--- config.mk ---
export PLATFORM = sky130hd
export DESIGN_NAME = lattice_spin_energy_engine_top
export DESIGN_NICKNAME = d
export VERILOG_FILES = /design/src/rtl/core/lse_pkg.sv /design/src/rtl/core/lattice_spin_energy_engine_top.sv /design/src/rtl/core/lse_lattice.sv /design/src/rtl/core/lse_table.sv /design/src/rtl/core/lse_seq.sv
export SDC_FILE = /design/constraint.sdc
export NUM_CORES = 2
export LEC_CHECK = 0
export ABC_AREA = 1
export BUFFER_PORTS_ARGS = -buffer_cell sky130_fd_sc_hd__buf_4
export CAP_MARGIN = 10
export CELL_PAD_IN_SITES_DETAIL_PLACEMENT = 2
export CELL_PAD_IN_SITES_GLOBAL_PLACEMENT = 2
export CORE_UTILIZATION = 41
export DETAILED_ROUTE_END_ITERATION = 10
export HOLD_SLACK_MARGIN = 0.03
export PLACE_DENSITY = 0.86
export SLEW_MARGIN = 30
export SYNTH_ARGS = -nofsm -noshare
export SYNTH_HDL_FRONTEND = slang
export SYNTH_SLANG_ARGS = --single-unit
--- constraint.sdc ---
create_clock -name clk_i -period 13.5 [get_ports clk_i]
set_input_delay 0.675 -clock clk_i [delete_from_list [all_inputs] [get_ports clk_i]]
set_output_delay 0.675 -clock clk_i [all_outputs]
set_load 0.1 [all_outputs]
--- src/rtl/core/lse_pkg.sv ---
// Shared types and constants for the lattice spin energy engine.
`default_nettype none

package lse_pkg;

  localparam int MAX_SIDE  = 16;
  localparam int NUM_SPINS = 4;

  localparam int COORD_W   = $clog2(MAX_SIDE);
  localparam int SIDE_W    = $clog2(MAX_SIDE + 1);
  localparam int SPIN_W    = 2;
  localparam int DIR_W     = 2;
  localparam int TV_W      = 16;
  localparam int ENERGY_W  = 26;
  localparam int OP_W      = 3;
  localparam int CFG_IDX_W = 2;

  localparam int LAT_AW    = 2 * COORD_W;
  localparam int LAT_DEPTH = 1 << LAT_AW;
  // table index is {own, direction, neighbor}
  localparam int TBL_AW    = SPIN_W + DIR_W + SPIN_W;
  localparam int TBL_DEPTH = 1 << TBL_AW;

  localparam logic [SPIN_W:0]   NUM_SPINS_V = (SPIN_W + 1)'(NUM_SPINS);
  localparam logic [SIDE_W-1:0] MAX_SIDE_V  = SIDE_W'(MAX_SIDE);
  localparam logic [SIDE_W-1:0] SIDE_RESET  = SIDE_W'(10);

  typedef enum logic [OP_W-1:0] {
    OP_LOAD   = 3'd0,
    OP_WRITE  = 3'd1,
    OP_SITE   = 3'd2,
    OP_CHANGE = 3'd3,
    OP_TOTAL  = 3'd4
  } op_e;

  typedef enum logic [CFG_IDX_W-1:0] {
    CFG_WIDTH  = 2'd0,
    CFG_HEIGHT = 2'd1,
    CFG_WRAP   = 2'd2
  } cfg_idx_e;

  typedef enum logic [DIR_W-1:0] {
    DIR_RIGHT = 2'd0,
    DIR_UP    = 2'd1,
    DIR_LEFT  = 2'd2,
    DIR_DOWN  = 2'd3
  } dir_e;

  typedef struct packed {
    logic [SIDE_W-1:0] width;
    logic [SIDE_W-1:0] height;
    logic              wrap;
  } cfg_t;

  typedef struct packed {
    logic              re;
    logic              we;
    logic [LAT_AW-1:0] addr;
    logic [SPIN_W-1:0] wdata;
  } lat_req_t;

  typedef struct packed {
    logic              we;
    logic [TBL_AW-1:0] waddr;
    logic [TV_W-1:0]   wdata;
    logic [TBL_AW-1:0] addr_a;
    logic [TBL_AW-1:0] addr_b;
  } tbl_req_t;

  typedef struct packed {
    logic [ENERGY_W-1:0] energy;
    logic [SPIN_W-1:0]   old_spin;
  } res_t;

endpackage

`default_nettype wire

--- src/rtl/core/lattice_spin_energy_engine_top.sv ---
// Lattice spin energy engine: config registers, memories, sequencer, output register.
// Table load and undefined or out-of-range ops go straight to the result; site write reads
//   the old spin, then writes; site energy and change add a bond read per bond present.
// Total energy walks every site: own read, then a lattice read and a table read pair per
//   right and up bond present. One request in flight; the next is taken once the result
//   has moved on, while it waits in the output register. Reset: 10x10, open edges.
`default_nettype none

module lattice_spin_energy_engine_top (
  input  wire logic        clk_i,
  input  wire logic        rst_ni,
  // configuration
  input  wire logic        cfg_we_i,
  input  wire logic [1:0]  cfg_index_i,
  input  wire logic [4:0]  cfg_wdata_i,
  // requests
  input  wire logic        s_axis_tvalid,
  output logic             s_axis_tready,
  // col[3:0], row[7:4], spin[9:8], direction[11:10], neighbor_spin[13:12],
  // table_value[29:14], zero[31:30]
  input  wire logic [31:0] s_axis_tdata,
  // op[2:0]
  input  wire logic [2:0]  s_axis_tuser,
  // results
  output logic             m_axis_tvalid,
  input  wire logic        m_axis_tready,
  // energy[25:0], old_spin[27:26], zero[31:28]
  output logic [31:0]      m_axis_tdata
);

  lse_pkg::cfg_t     cfg_q, cfg_d;
  lse_pkg::lat_req_t lat_req;
  lse_pkg::tbl_req_t tbl_req;
  lse_pkg::res_t     res, out_q;
  logic [lse_pkg::SPIN_W-1:0] lat_rdata;
  logic [lse_pkg::TV_W-1:0]   tbl_rdata_a, tbl_rdata_b;
  logic res_valid, res_ready, out_valid_q;
  logic [lse_pkg::SIDE_W-1:0] side_clamped;

  assign side_clamped = (cfg_wdata_i == '0)                ? lse_pkg::SIDE_W'(1) :
                        (cfg_wdata_i > lse_pkg::MAX_SIDE_V) ? lse_pkg::MAX_SIDE_V :
                                                              cfg_wdata_i;

  always_comb begin
    cfg_d = cfg_q;
    if (cfg_we_i) begin
      unique case (cfg_index_i)
        lse_pkg::CFG_WIDTH:  cfg_d.width  = side_clamped;
        lse_pkg::CFG_HEIGHT: cfg_d.height = side_clamped;
        lse_pkg::CFG_WRAP:   cfg_d.wrap   = cfg_wdata_i[0];
        default:             cfg_d        = cfg_q;
      endcase
    end
  end

  always_ff @(posedge clk_i or negedge rst_ni) begin
    if (!rst_ni) begin
      cfg_q.width  <= lse_pkg::SIDE_RESET;
      cfg_q.height <= lse_pkg::SIDE_RESET;
      cfg_q.wrap   <= 1'b0;
    end else begin
      cfg_q <= cfg_d;
    end
  end

  lse_seq u_seq (
    .clk_i         (clk_i),
    .rst_ni        (rst_ni),
    .cfg_i         (cfg_q),
    .req_valid_i   (s_axis_tvalid),
    .req_ready_o   (s_axis_tready),
    .op_i          (s_axis_tuser),
    .col_i         (s_axis_tdata[3:0]),
    .row_i         (s_axis_tdata[7:4]),
    .spin_i        (s_axis_tdata[9:8]),
    .dir_i         (s_axis_tdata[11:10]),
    .nb_spin_i     (s_axis_tdata[13:12]),
    .tv_i          (s_axis_tdata[29:14]),
    .lat_req_o     (lat_req),
    .lat_rdata_i   (lat_rdata),
    .tbl_req_o     (tbl_req),
    .tbl_rdata_a_i (tbl_rdata_a),
    .tbl_rdata_b_i (tbl_rdata_b),
    .res_valid_o   (res_valid),
    .res_ready_i   (res_ready),
    .res_o         (res)
  );

  lse_lattice u_lattice (
    .clk_i   (clk_i),
    .rst_ni  (rst_ni),
    .req_i   (lat_req),
    .rdata_o (lat_rdata)
  );

  lse_table u_table (
    .clk_i     (clk_i),
    .rst_ni    (rst_ni),
    .req_i     (tbl_req),
    .rdata_a_o (tbl_rdata_a),
    .rdata_b_o (tbl_rdata_b)
  );

  // output register frees the sequencer while the result waits
  assign res_ready = !out_valid_q || m_axis_tready;

  always_ff @(posedge clk_i or negedge rst_ni) begin
    if (!rst_ni) begin
      out_valid_q <= 1'b0;
    end else if (res_ready) begin
      out_valid_q <= res_valid;
    end
  end

  always_ff @(posedge clk_i) begin
    if (res_ready && res_valid) begin
      out_q <= res;
    end
  end

  assign m_axis_tvalid = out_valid_q;
  assign m_axis_tdata  = {4'b0000, out_q.old_spin, out_q.energy};

endmodule

`default_nettype wire

--- src/rtl/core/lse_lattice.sv ---
// Lattice spin store: single-port synchronous RAM with per-site valid bits.
`default_nettype none

module lse_lattice (
  input  wire logic                    clk_i,
  input  wire logic                    rst_ni,
  input  wire lse_pkg::lat_req_t       req_i,
  output logic [lse_pkg::SPIN_W-1:0]   rdata_o
);

  logic [lse_pkg::SPIN_W-1:0] mem [lse_pkg::LAT_DEPTH];
  logic [lse_pkg::LAT_DEPTH-1:0] valid_q;
  logic [lse_pkg::SPIN_W-1:0] rdata_q;
  logic                       rvalid_q;

  // unwritten sites read as spin zero
  always_ff @(posedge clk_i or negedge rst_ni) begin
    if (!rst_ni) begin
      valid_q <= '0;
    end else if (req_i.we) begin
      valid_q[req_i.addr] <= 1'b1;
    end
  end

  always_ff @(posedge clk_i) begin
    if (req_i.we) begin
      mem[req_i.addr] <= req_i.wdata;
    end
    if (req_i.re) begin
      rdata_q  <= mem[req_i.addr];
      rvalid_q <= valid_q[req_i.addr];
    end
  end

  assign rdata_o = rvalid_q ? rdata_q : '0;

endmodule

`default_nettype wire

--- src/rtl/core/lse_table.sv ---
// Interaction table: synchronous RAM, one write and two read ports, valid bits.
`default_nettype none

module lse_table (
  input  wire logic                  clk_i,
  input  wire logic                  rst_ni,
  input  wire lse_pkg::tbl_req_t     req_i,
  output logic [lse_pkg::TV_W-1:0]   rdata_a_o,
  output logic [lse_pkg::TV_W-1:0]   rdata_b_o
);

  logic [lse_pkg::TV_W-1:0]      mem [lse_pkg::TBL_DEPTH];
  logic [lse_pkg::TBL_DEPTH-1:0] valid_q;
  logic [lse_pkg::TV_W-1:0]      rdata_a_q, rdata_b_q;
  logic                          rvalid_a_q, rvalid_b_q;

  always_ff @(posedge clk_i or negedge rst_ni) begin
    if (!rst_ni) begin
      valid_q <= '0;
    end else if (req_i.we) begin
      valid_q[req_i.waddr] <= 1'b1;
    end
  end

  always_ff @(posedge clk_i) begin
    if (req_i.we) begin
      mem[req_i.waddr] <= req_i.wdata;
    end
    rdata_a_q  <= mem[req_i.addr_a];
    rvalid_a_q <= valid_q[req_i.addr_a];
    rdata_b_q  <= mem[req_i.addr_b];
    rvalid_b_q <= valid_q[req_i.addr_b];
  end

  assign rdata_a_o = rvalid_a_q ? rdata_a_q : '0;
  assign rdata_b_o = rvalid_b_q ? rdata_b_q : '0;

endmodule

`default_nettype wire

--- src/rtl/core/lse_seq.sv ---
// Operation sequencer: walks bonds, issues memory reads and accumulates energy.
`default_nettype none

module lse_seq (
  input  wire logic                          clk_i,
  input  wire logic                          rst_ni,
  input  wire lse_pkg::cfg_t                 cfg_i,
  // request from the input side
  input  wire logic                          req_valid_i,
  output logic                               req_ready_o,
  input  wire logic [lse_pkg::OP_W-1:0]      op_i,
  input  wire logic [lse_pkg::COORD_W-1:0]   col_i,
  input  wire logic [lse_pkg::COORD_W-1:0]   row_i,
  input  wire logic [lse_pkg::SPIN_W-1:0]    spin_i,
  input  wire logic [lse_pkg::DIR_W-1:0]     dir_i,
  input  wire logic [lse_pkg::SPIN_W-1:0]    nb_spin_i,
  input  wire logic [lse_pkg::TV_W-1:0]      tv_i,
  // memories
  output lse_pkg::lat_req_t                  lat_req_o,
  input  wire logic [lse_pkg::SPIN_W-1:0]    lat_rdata_i,
  output lse_pkg::tbl_req_t                  tbl_req_o,
  input  wire logic [lse_pkg::TV_W-1:0]      tbl_rdata_a_i,
  input  wire logic [lse_pkg::TV_W-1:0]      tbl_rdata_b_i,
  // result
  output logic                               res_valid_o,
  input  wire logic                          res_ready_i,
  output lse_pkg::res_t                      res_o
);

  typedef enum logic [7:0] {
    S_IDLE   = 8'b0000_0001,
    S_START  = 8'b0000_0010,
    S_OWN_RD = 8'b0000_0100,
    S_OWN_W  = 8'b0000_1000,
    S_NB     = 8'b0001_0000,
    S_NB_W   = 8'b0010_0000,
    S_TB_W   = 8'b0100_0000,
    S_RES    = 8'b1000_0000
  } state_e;

  state_e state_q, state_d;

  logic [lse_pkg::OP_W-1:0]     op_q, op_d;
  logic [lse_pkg::COORD_W-1:0]  c_q, c_d, r_q, r_d;
  logic [lse_pkg::SPIN_W-1:0]   spin_q, spin_d;
  logic [lse_pkg::DIR_W-1:0]    dir_q, dir_d;
  logic [lse_pkg::SPIN_W-1:0]   nbs_q, nbs_d;
  logic [lse_pkg::TV_W-1:0]     tv_q, tv_d;
  logic [lse_pkg::SPIN_W-1:0]   own_q, own_d;
  logic [lse_pkg::DIR_W-1:0]    k_q, k_d;
  logic                         self_q, self_d;
  logic [lse_pkg::ENERGY_W-1:0] acc_q, acc_d;
  lse_pkg::res_t                res_q, res_d;

  // neighbor of the current site in direction k
  logic                         nb_ok;
  logic [lse_pkg::COORD_W-1:0]  nb_c, nb_r;
  logic [lse_pkg::SIDE_W-1:0]   c_inc, r_inc, w_dec, h_dec;
  logic                         in_site, spin_ok, nbs_ok, last_k, site_more;
  logic [lse_pkg::ENERGY_W-1:0] ext_a, ext_b;

  assign c_inc = {1'b0, c_q} + lse_pkg::SIDE_W'(1);
  assign r_inc = {1'b0, r_q} + lse_pkg::SIDE_W'(1);
  assign w_dec = cfg_i.width - lse_pkg::SIDE_W'(1);
  assign h_dec = cfg_i.height - lse_pkg::SIDE_W'(1);

  always_comb begin
    nb_ok = 1'b0;
    nb_c  = c_q;
    nb_r  = r_q;
    unique case (k_q)
      lse_pkg::DIR_RIGHT: begin
        nb_ok = (c_inc < cfg_i.width) || cfg_i.wrap;
        nb_c  = (c_inc < cfg_i.width) ? c_inc[lse_pkg::COORD_W-1:0] : '0;
      end
      lse_pkg::DIR_UP: begin
        nb_ok = (r_inc < cfg_i.height) || cfg_i.wrap;
        nb_r  = (r_inc < cfg_i.height) ? r_inc[lse_pkg::COORD_W-1:0] : '0;
      end
      lse_pkg::DIR_LEFT: begin
        nb_ok = (c_q != '0) || cfg_i.wrap;
        nb_c  = (c_q != '0) ? c_q - lse_pkg::COORD_W'(1) : w_dec[lse_pkg::COORD_W-1:0];
      end
      lse_pkg::DIR_DOWN: begin
        nb_ok = (r_q != '0) || cfg_i.wrap;
        nb_r  = (r_q != '0) ? r_q - lse_pkg::COORD_W'(1) : h_dec[lse_pkg::COORD_W-1:0];
      end
      default: nb_ok = 1'b0;
    endcase
  end

  assign in_site   = ({1'b0, c_q} < cfg_i.width) && ({1'b0, r_q} < cfg_i.height);
  assign spin_ok   = {1'b0, spin_q} < lse_pkg::NUM_SPINS_V;
  assign nbs_ok    = {1'b0, nbs_q} < lse_pkg::NUM_SPINS_V;
  // total energy counts right and up bonds only
  assign last_k    = (op_q == lse_pkg::OP_TOTAL) ? (k_q == lse_pkg::DIR_UP)
                                                 : (k_q == lse_pkg::DIR_DOWN);
  assign site_more = (c_inc < cfg_i.width) || (r_inc < cfg_i.height);

  assign ext_a = {{(lse_pkg::ENERGY_W - lse_pkg::TV_W){tbl_rdata_a_i[lse_pkg::TV_W-1]}},
                  tbl_rdata_a_i};
  assign ext_b = {{(lse_pkg::ENERGY_W - lse_pkg::TV_W){tbl_rdata_b_i[lse_pkg::TV_W-1]}},
                  tbl_rdata_b_i};

  always_comb begin
    logic step;
    step      = 1'b0;
    state_d   = state_q;
    op_d      = op_q;
    c_d       = c_q;
    r_d       = r_q;
    spin_d    = spin_q;
    dir_d     = dir_q;
    nbs_d     = nbs_q;
    tv_d      = tv_q;
    own_d     = own_q;
    k_d       = k_q;
    self_d    = self_q;
    acc_d     = acc_q;
    res_d     = res_q;
    lat_req_o = '0;
    tbl_req_o = '0;
    lat_req_o.addr = {r_q, c_q};

    unique case (state_q)
      S_IDLE: begin
        if (req_valid_i) begin
          op_d    = op_i;
          c_d     = col_i;
          r_d     = row_i;
          spin_d  = spin_i;
          dir_d   = dir_i;
          nbs_d   = nb_spin_i;
          tv_d    = tv_i;
          state_d = S_START;
        end
      end
      S_START: begin
        acc_d   = '0;
        res_d   = '0;
        state_d = S_RES;
        case (op_q)
          lse_pkg::OP_LOAD: begin
            tbl_req_o.we    = spin_ok && nbs_ok;
            tbl_req_o.waddr = {spin_q, dir_q, nbs_q};
            tbl_req_o.wdata = tv_q;
          end
          lse_pkg::OP_WRITE, lse_pkg::OP_SITE, lse_pkg::OP_CHANGE: begin
            if (in_site) state_d = S_OWN_RD;
          end
          lse_pkg::OP_TOTAL: begin
            c_d     = '0;
            r_d     = '0;
            state_d = S_OWN_RD;
          end
          default: state_d = S_RES;
        endcase
      end
      S_OWN_RD: begin
        lat_req_o.re = 1'b1;
        state_d      = S_OWN_W;
      end
      S_OWN_W: begin
        own_d = lat_rdata_i;
        k_d   = lse_pkg::DIR_RIGHT;
        if (op_q == lse_pkg::OP_WRITE) begin
          lat_req_o.we    = spin_ok;
          lat_req_o.wdata = spin_q;
          res_d.old_spin  = lat_rdata_i;
          state_d         = S_RES;
        end else if (op_q == lse_pkg::OP_CHANGE && !spin_ok) begin
          res_d.old_spin  = lat_rdata_i;
          state_d         = S_RES;
        end else begin
          state_d = S_NB;
        end
      end
      S_NB: begin
        if (nb_ok) begin
          lat_req_o.re   = 1'b1;
          lat_req_o.addr = {nb_r, nb_c};
          self_d         = (nb_r == r_q) && (nb_c == c_q);
          state_d        = S_NB_W;
        end else begin
          step = 1'b1;
        end
      end
      S_NB_W: begin
        // port A: bond with the held spin; port B: bond with the new spin,
        // and a site that is its own neighbor sees the new spin there too
        tbl_req_o.addr_a = {own_q, k_q, lat_rdata_i};
        tbl_req_o.addr_b = {spin_q, k_q, self_q ? spin_q : lat_rdata_i};
        state_d          = S_TB_W;
      end
      S_TB_W: begin
        if (op_q == lse_pkg::OP_CHANGE) acc_d = acc_q + ext_b - ext_a;
        else                           acc_d = acc_q + ext_a;
        step = 1'b1;
      end
      S_RES: begin
        if (res_ready_i) state_d = S_IDLE;
      end
      default: state_d = S_IDLE;
    endcase

    if (step) begin
      if (!last_k) begin
        k_d     = k_q + lse_pkg::DIR_W'(1);
        state_d = S_NB;
      end else if (op_q == lse_pkg::OP_TOTAL) begin
        if (site_more) begin
          if (c_inc < cfg_i.width) begin
            c_d = c_inc[lse_pkg::COORD_W-1:0];
          end else begin
            c_d = '0;
            r_d = r_inc[lse_pkg::COORD_W-1:0];
          end
          state_d = S_OWN_RD;
        end else begin
          res_d.energy = acc_d;
          state_d      = S_RES;
        end
      end else begin
        // all reads done; the new spin lands only now
        lat_req_o.we    = (op_q == lse_pkg::OP_CHANGE);
        lat_req_o.addr  = {r_q, c_q};
        lat_req_o.wdata = spin_q;
        res_d.energy    = acc_d;
        res_d.old_spin  = own_q;
        state_d         = S_RES;
      end
    end
  end

  always_ff @(posedge clk_i or negedge rst_ni) begin
    if (!rst_ni) begin
      state_q <= S_IDLE;
    end else begin
      state_q <= state_d;
    end
  end

  always_ff @(posedge clk_i) begin
    op_q   <= op_d;
    c_q    <= c_d;
    r_q    <= r_d;
    spin_q <= spin_d;
    dir_q  <= dir_d;
    nbs_q  <= nbs_d;
    tv_q   <= tv_d;
    own_q  <= own_d;
    k_q    <= k_d;
    self_q <= self_d;
    acc_q  <= acc_d;
    res_q  <= res_d;
  end

  assign req_ready_o = (state_q == S_IDLE);
  assign res_valid_o = (state_q == S_RES);
  assign res_o       = res_q;

endmodule

`default_nettype wire

==> flow_summary.yaml <==
clocking:
  numCtsBuffers: 219
  cts-resized-gates: 0
  tritoncts: "done"
  cts.sinks: 2033
  post-cts-setup-buffer-count: 0
  insertion_delay_ns: 0.94
  cts_root_buf: "clkbuf_16"
  h-tree-depth: 4
  clk_pin_slew_ns: 0.07
  holdBufCountCts: 27
  clk_path_buf_depth: 3
sta:
  postLayoutSetupSlackWorst_ns: 6.25
  period_share: 0.537
  finalHoldViolations: 0
  setup_viol: 0
  worst_slew_pin_slew_ns: 1.68
  relSlewSlack: -0.131
  rsz0062_at_grt: "false"
  max_clock_freq_ghz: 0.138
  timing.final.crit_period_ns: 7.25
  timing.setup.tns_ns: 0
  finClkSkew_ns: 0.0370
  slew_viol_final: 2
yosys:
  syn_inst: 10710
  syn_area_um2: 99900
  synth_top_area_share: 0.479
  synth_top_family_by_area: "simple AND/OR/NAND/NOR gates"
  synth-adder-area-share: 0.0176
  synth_compound_area_frac: 0.121
  netlist_top_cells_count: "nand2_1 (3072), edfxtp_1 (1595), nand3_1 (982)"
  synth_area_leaders: "edfxtp_1 (48%), nand2_1 (12%), dfrtp_1 (8.4%)"
  ys_async_sr_fraction: 0.167
  synthSimpleGateAreaFrac: 0.211
  synth_most_common_cell: "nand2_1"
  yosysWarnings: 0
  synth_xor_area_frac: 0.00140
  synth.distinct_cells: 65
  synth_top_area_cell: "edfxtp_1"
  synth_area_per_cell_um2: 9.33
  ys_ff_latch: 2033
  synth_edf_count: 1595
  ys_seq_area_frac: 0.584
  synth_flop_cell: "edfxtp_1"
  synthMuxAreaShare: 0
grt:
  globalRouteOverflowTotal: 0
  grt_start_max_net_pins: 197
  grt_pass1_vias: 96904
  grtUsageTotal: 0.353
  grt_pass1_wl_mm: 648
  antenna_found_initial: 37
worst_setup_path:
  crit_arrival_ns: 8.04
  cp_common_cell: "nand2_1"
  critPathMaxFanout: 94
  critPathKind: "flip-flop to flip-flop"
  critPathLaunchType: "flip-flop"
  worstPathRequired_ns: 14.28
  r2r-start: "u_seq.c_q[0]"
  cpMaxStageDelayCell: "inv_4"
  end_kind: "flip-flop"
  r2r_setup_slack_ns: 6.25
  max_stage_delay_ns: 0.86
  r2r_end: "u_lattice.rdata_q[0]"
  r2r_cells: 28
worst_hold_path:
  holdPathStages: 3
  hp-start: "s_axis_tdata[3]"
  hold_end: "u_seq.c_q[3]"
  hold_path_class: "primary input to flip-flop"
placed_design:
  post-place-ws_ns: 6.85
  hpwl_mm: 239
  port-buffer-count: 74
  globalplace.congestion: 0.871
  dp.cells: 13421
drt:
  first_pass_iters: 6
  via_per_inst: 6.48
  wirelength_mm: 462
  ant_nets: 0
  drc: 0
  drt_iter0_drc: 11489
  vias: 89902
  wl_per_cell_um: 33.3
floorplan:
  num_rows: 180
  start_util: 0.414
  die_area_um2: 246000
  io_pins: 81
  die_h_um: 496
  die_w_um: 496
  coreArea_um2: 241000
power:
  p_leak_nw: 42.4
  power_density_nw_per_um2: 162
  peakVddDrop_uv: 150
outcome:
  outcome: "complete, but fails checks"
  violations: "max-capacitance violations, max-slew violations"
final_layout:
  drive_gt1_frac: 0.0857
  fillers: 25082
  layoutNonFillerInstCount: 13884
  area_growth_syn_to_layout_pct: 11.4
  nNetsFinal: 10662
run:
  drv_cap: 1
==> cell families (layout without fill, tap and decap cells) <==
group,count (synthesis),after routing
and+or+nand+nor,4937,4937
DFF,2033,2033
AOI/OAI and AO/OA,1949,1949
buffers and inverters,1649,1623
adders and majority gates,125,125
xor gates and xnor gates,16,16
other,1,16
==> power breakdown <==
| part | switching (W) | internal (W) | total (W) | leakage [nW] |
|---|---|---|---|---|
| clock network | 0.00293 | 0.00346 | 0.00639 | 3.54 |
| logic | 0.00350 | 0.00119 | 0.00469 | 21.9 |
| registers | 0.000114 | 0.00680 | 0.00692 | 16.9 |
==> worst max path at each step <==
stage	end	start	slack [ns]	depth (start not counted)
final	u_lattice.rdata_q[0]	u_seq.c_q[0]	6.25	28
after global routing	u_lattice.rdata_q[0]	u_seq.c_q[0]	5.98	28
after CTS	u_lattice.rdata_q[0]	u_seq.r_q[0]	6.57	27
after detailed placement	u_lattice.rdata_q[0]	u_seq.c_q[0]	6.85	28
after global placement	u_lattice.rdata_q[1]	u_seq.c_q[0]	7.07	28
after floorplan	u_lattice.mem[0][0]	u_seq.c_q[0]	3.11	14
==> final cells by class <==
class	instances	area, um^2	share of cell area
clock buffer	294	6020	0.0541
multi-input combinational	7031	35700	0.321
inverter	922	3510	0.0315
sequential	2033	58400	0.525
clock inverter	124	1150	0.0104
antenna	12	30.0	0.000270
tap	3185	3990	0.0358
timing repair buffer	283	2510	0.0226
==> through the flow <==
step	utilization	total power (W)	area [um^2]	hold slack, ns
final	0.461	0.0180	111000	0.0799
after global routing	0.461	0.0185	111000	0.0804
after CTS	0.460	0.0178	111000	0.0360
after detailed placement	0.429	0.0114	104000	0.418
after global placement	0.429	0.0111	104000	0.420
after floorplan	-	0.00988	99900	0.379
==> critical path: cells and delay by family (launching register included) <==
family | cells | cell delay, ns
compound gates | 2 | 0.31
xor+xnor | 1 | 0.31
simple gates | 20 | 3.61
flops | 1 | 0.60
fa+ha+maj | 1 | 0.30
buf+inv | 4 | 1.76
==> registers in the layout, summed over array words and instances (netlist names), 2 cells and up <==
name,cells
u_seq.c_q,4
u_seq.dir_q,2
u_seq.res_o,28
u_seq.k_q,2
u_lattice.rdata_q,2
u_seq.r_q,4
u_seq.tv_q,16
u_seq.nbs_q,2
cfg_q,11
u_seq.acc_q,26
u_seq.own_q,2
u_lattice.mem,512
u_table.valid_q,64
u_seq.state_q,8
u_table.mem,1024
u_table.rdata_a_q,16
u_lattice.valid_q,256
u_seq.spin_q,2
u_seq.op_q,3
m_axis_tdata,28
u_table.rdata_b_q,16
==> placed cells by master (no fill, tap or decap), types with 12 or more instances in the layout <==
master	synthesis	final
o211ai_1	797	797
nand3_1	982	982
xor2_1	13	13
ha_1	99	99
o311ai_0	14	13
clkbuf_8	0	17
a21oi_1	308	306
clkinv_2	0	56
a211oi_1	22	22
o21ai_0	656	655
diode_2	0	12
clkbuf_16	0	223
nand4_1	26	26
nand2_2	11	22
a31oi_1	22	21
nor2_1	459	367
buf_4	8	229
or2_1	132	132
inv_2	15	13
nor3_1	73	72
o22ai_1	18	18
nor2_2	9	45
fa_1	26	26
clkinv_1	3	33
buf_12	0	15
or2_2	97	97
dlygate4sd3_1	0	27
dfxtp_1	98	98
clkbuf_1	453	54
inv_1	902	895
o21ai_1	67	68
edfxtp_1	1595	1595
bufinv_16	0	17
dfrtp_1	335	335
nand2_1	3072	3060
nor2_4	46	102
==> layer usage <==
metal  GRT usage  vias up  share of wire
met5           0        -        0.00028
met1       0.438    46278           0.37
li1            -    36192              -
met2       0.581     5728           0.47
met3      0.0692     1684          0.094
met4       0.184       20          0.059
Note: power is estimated with default switching activity, not from simulation.
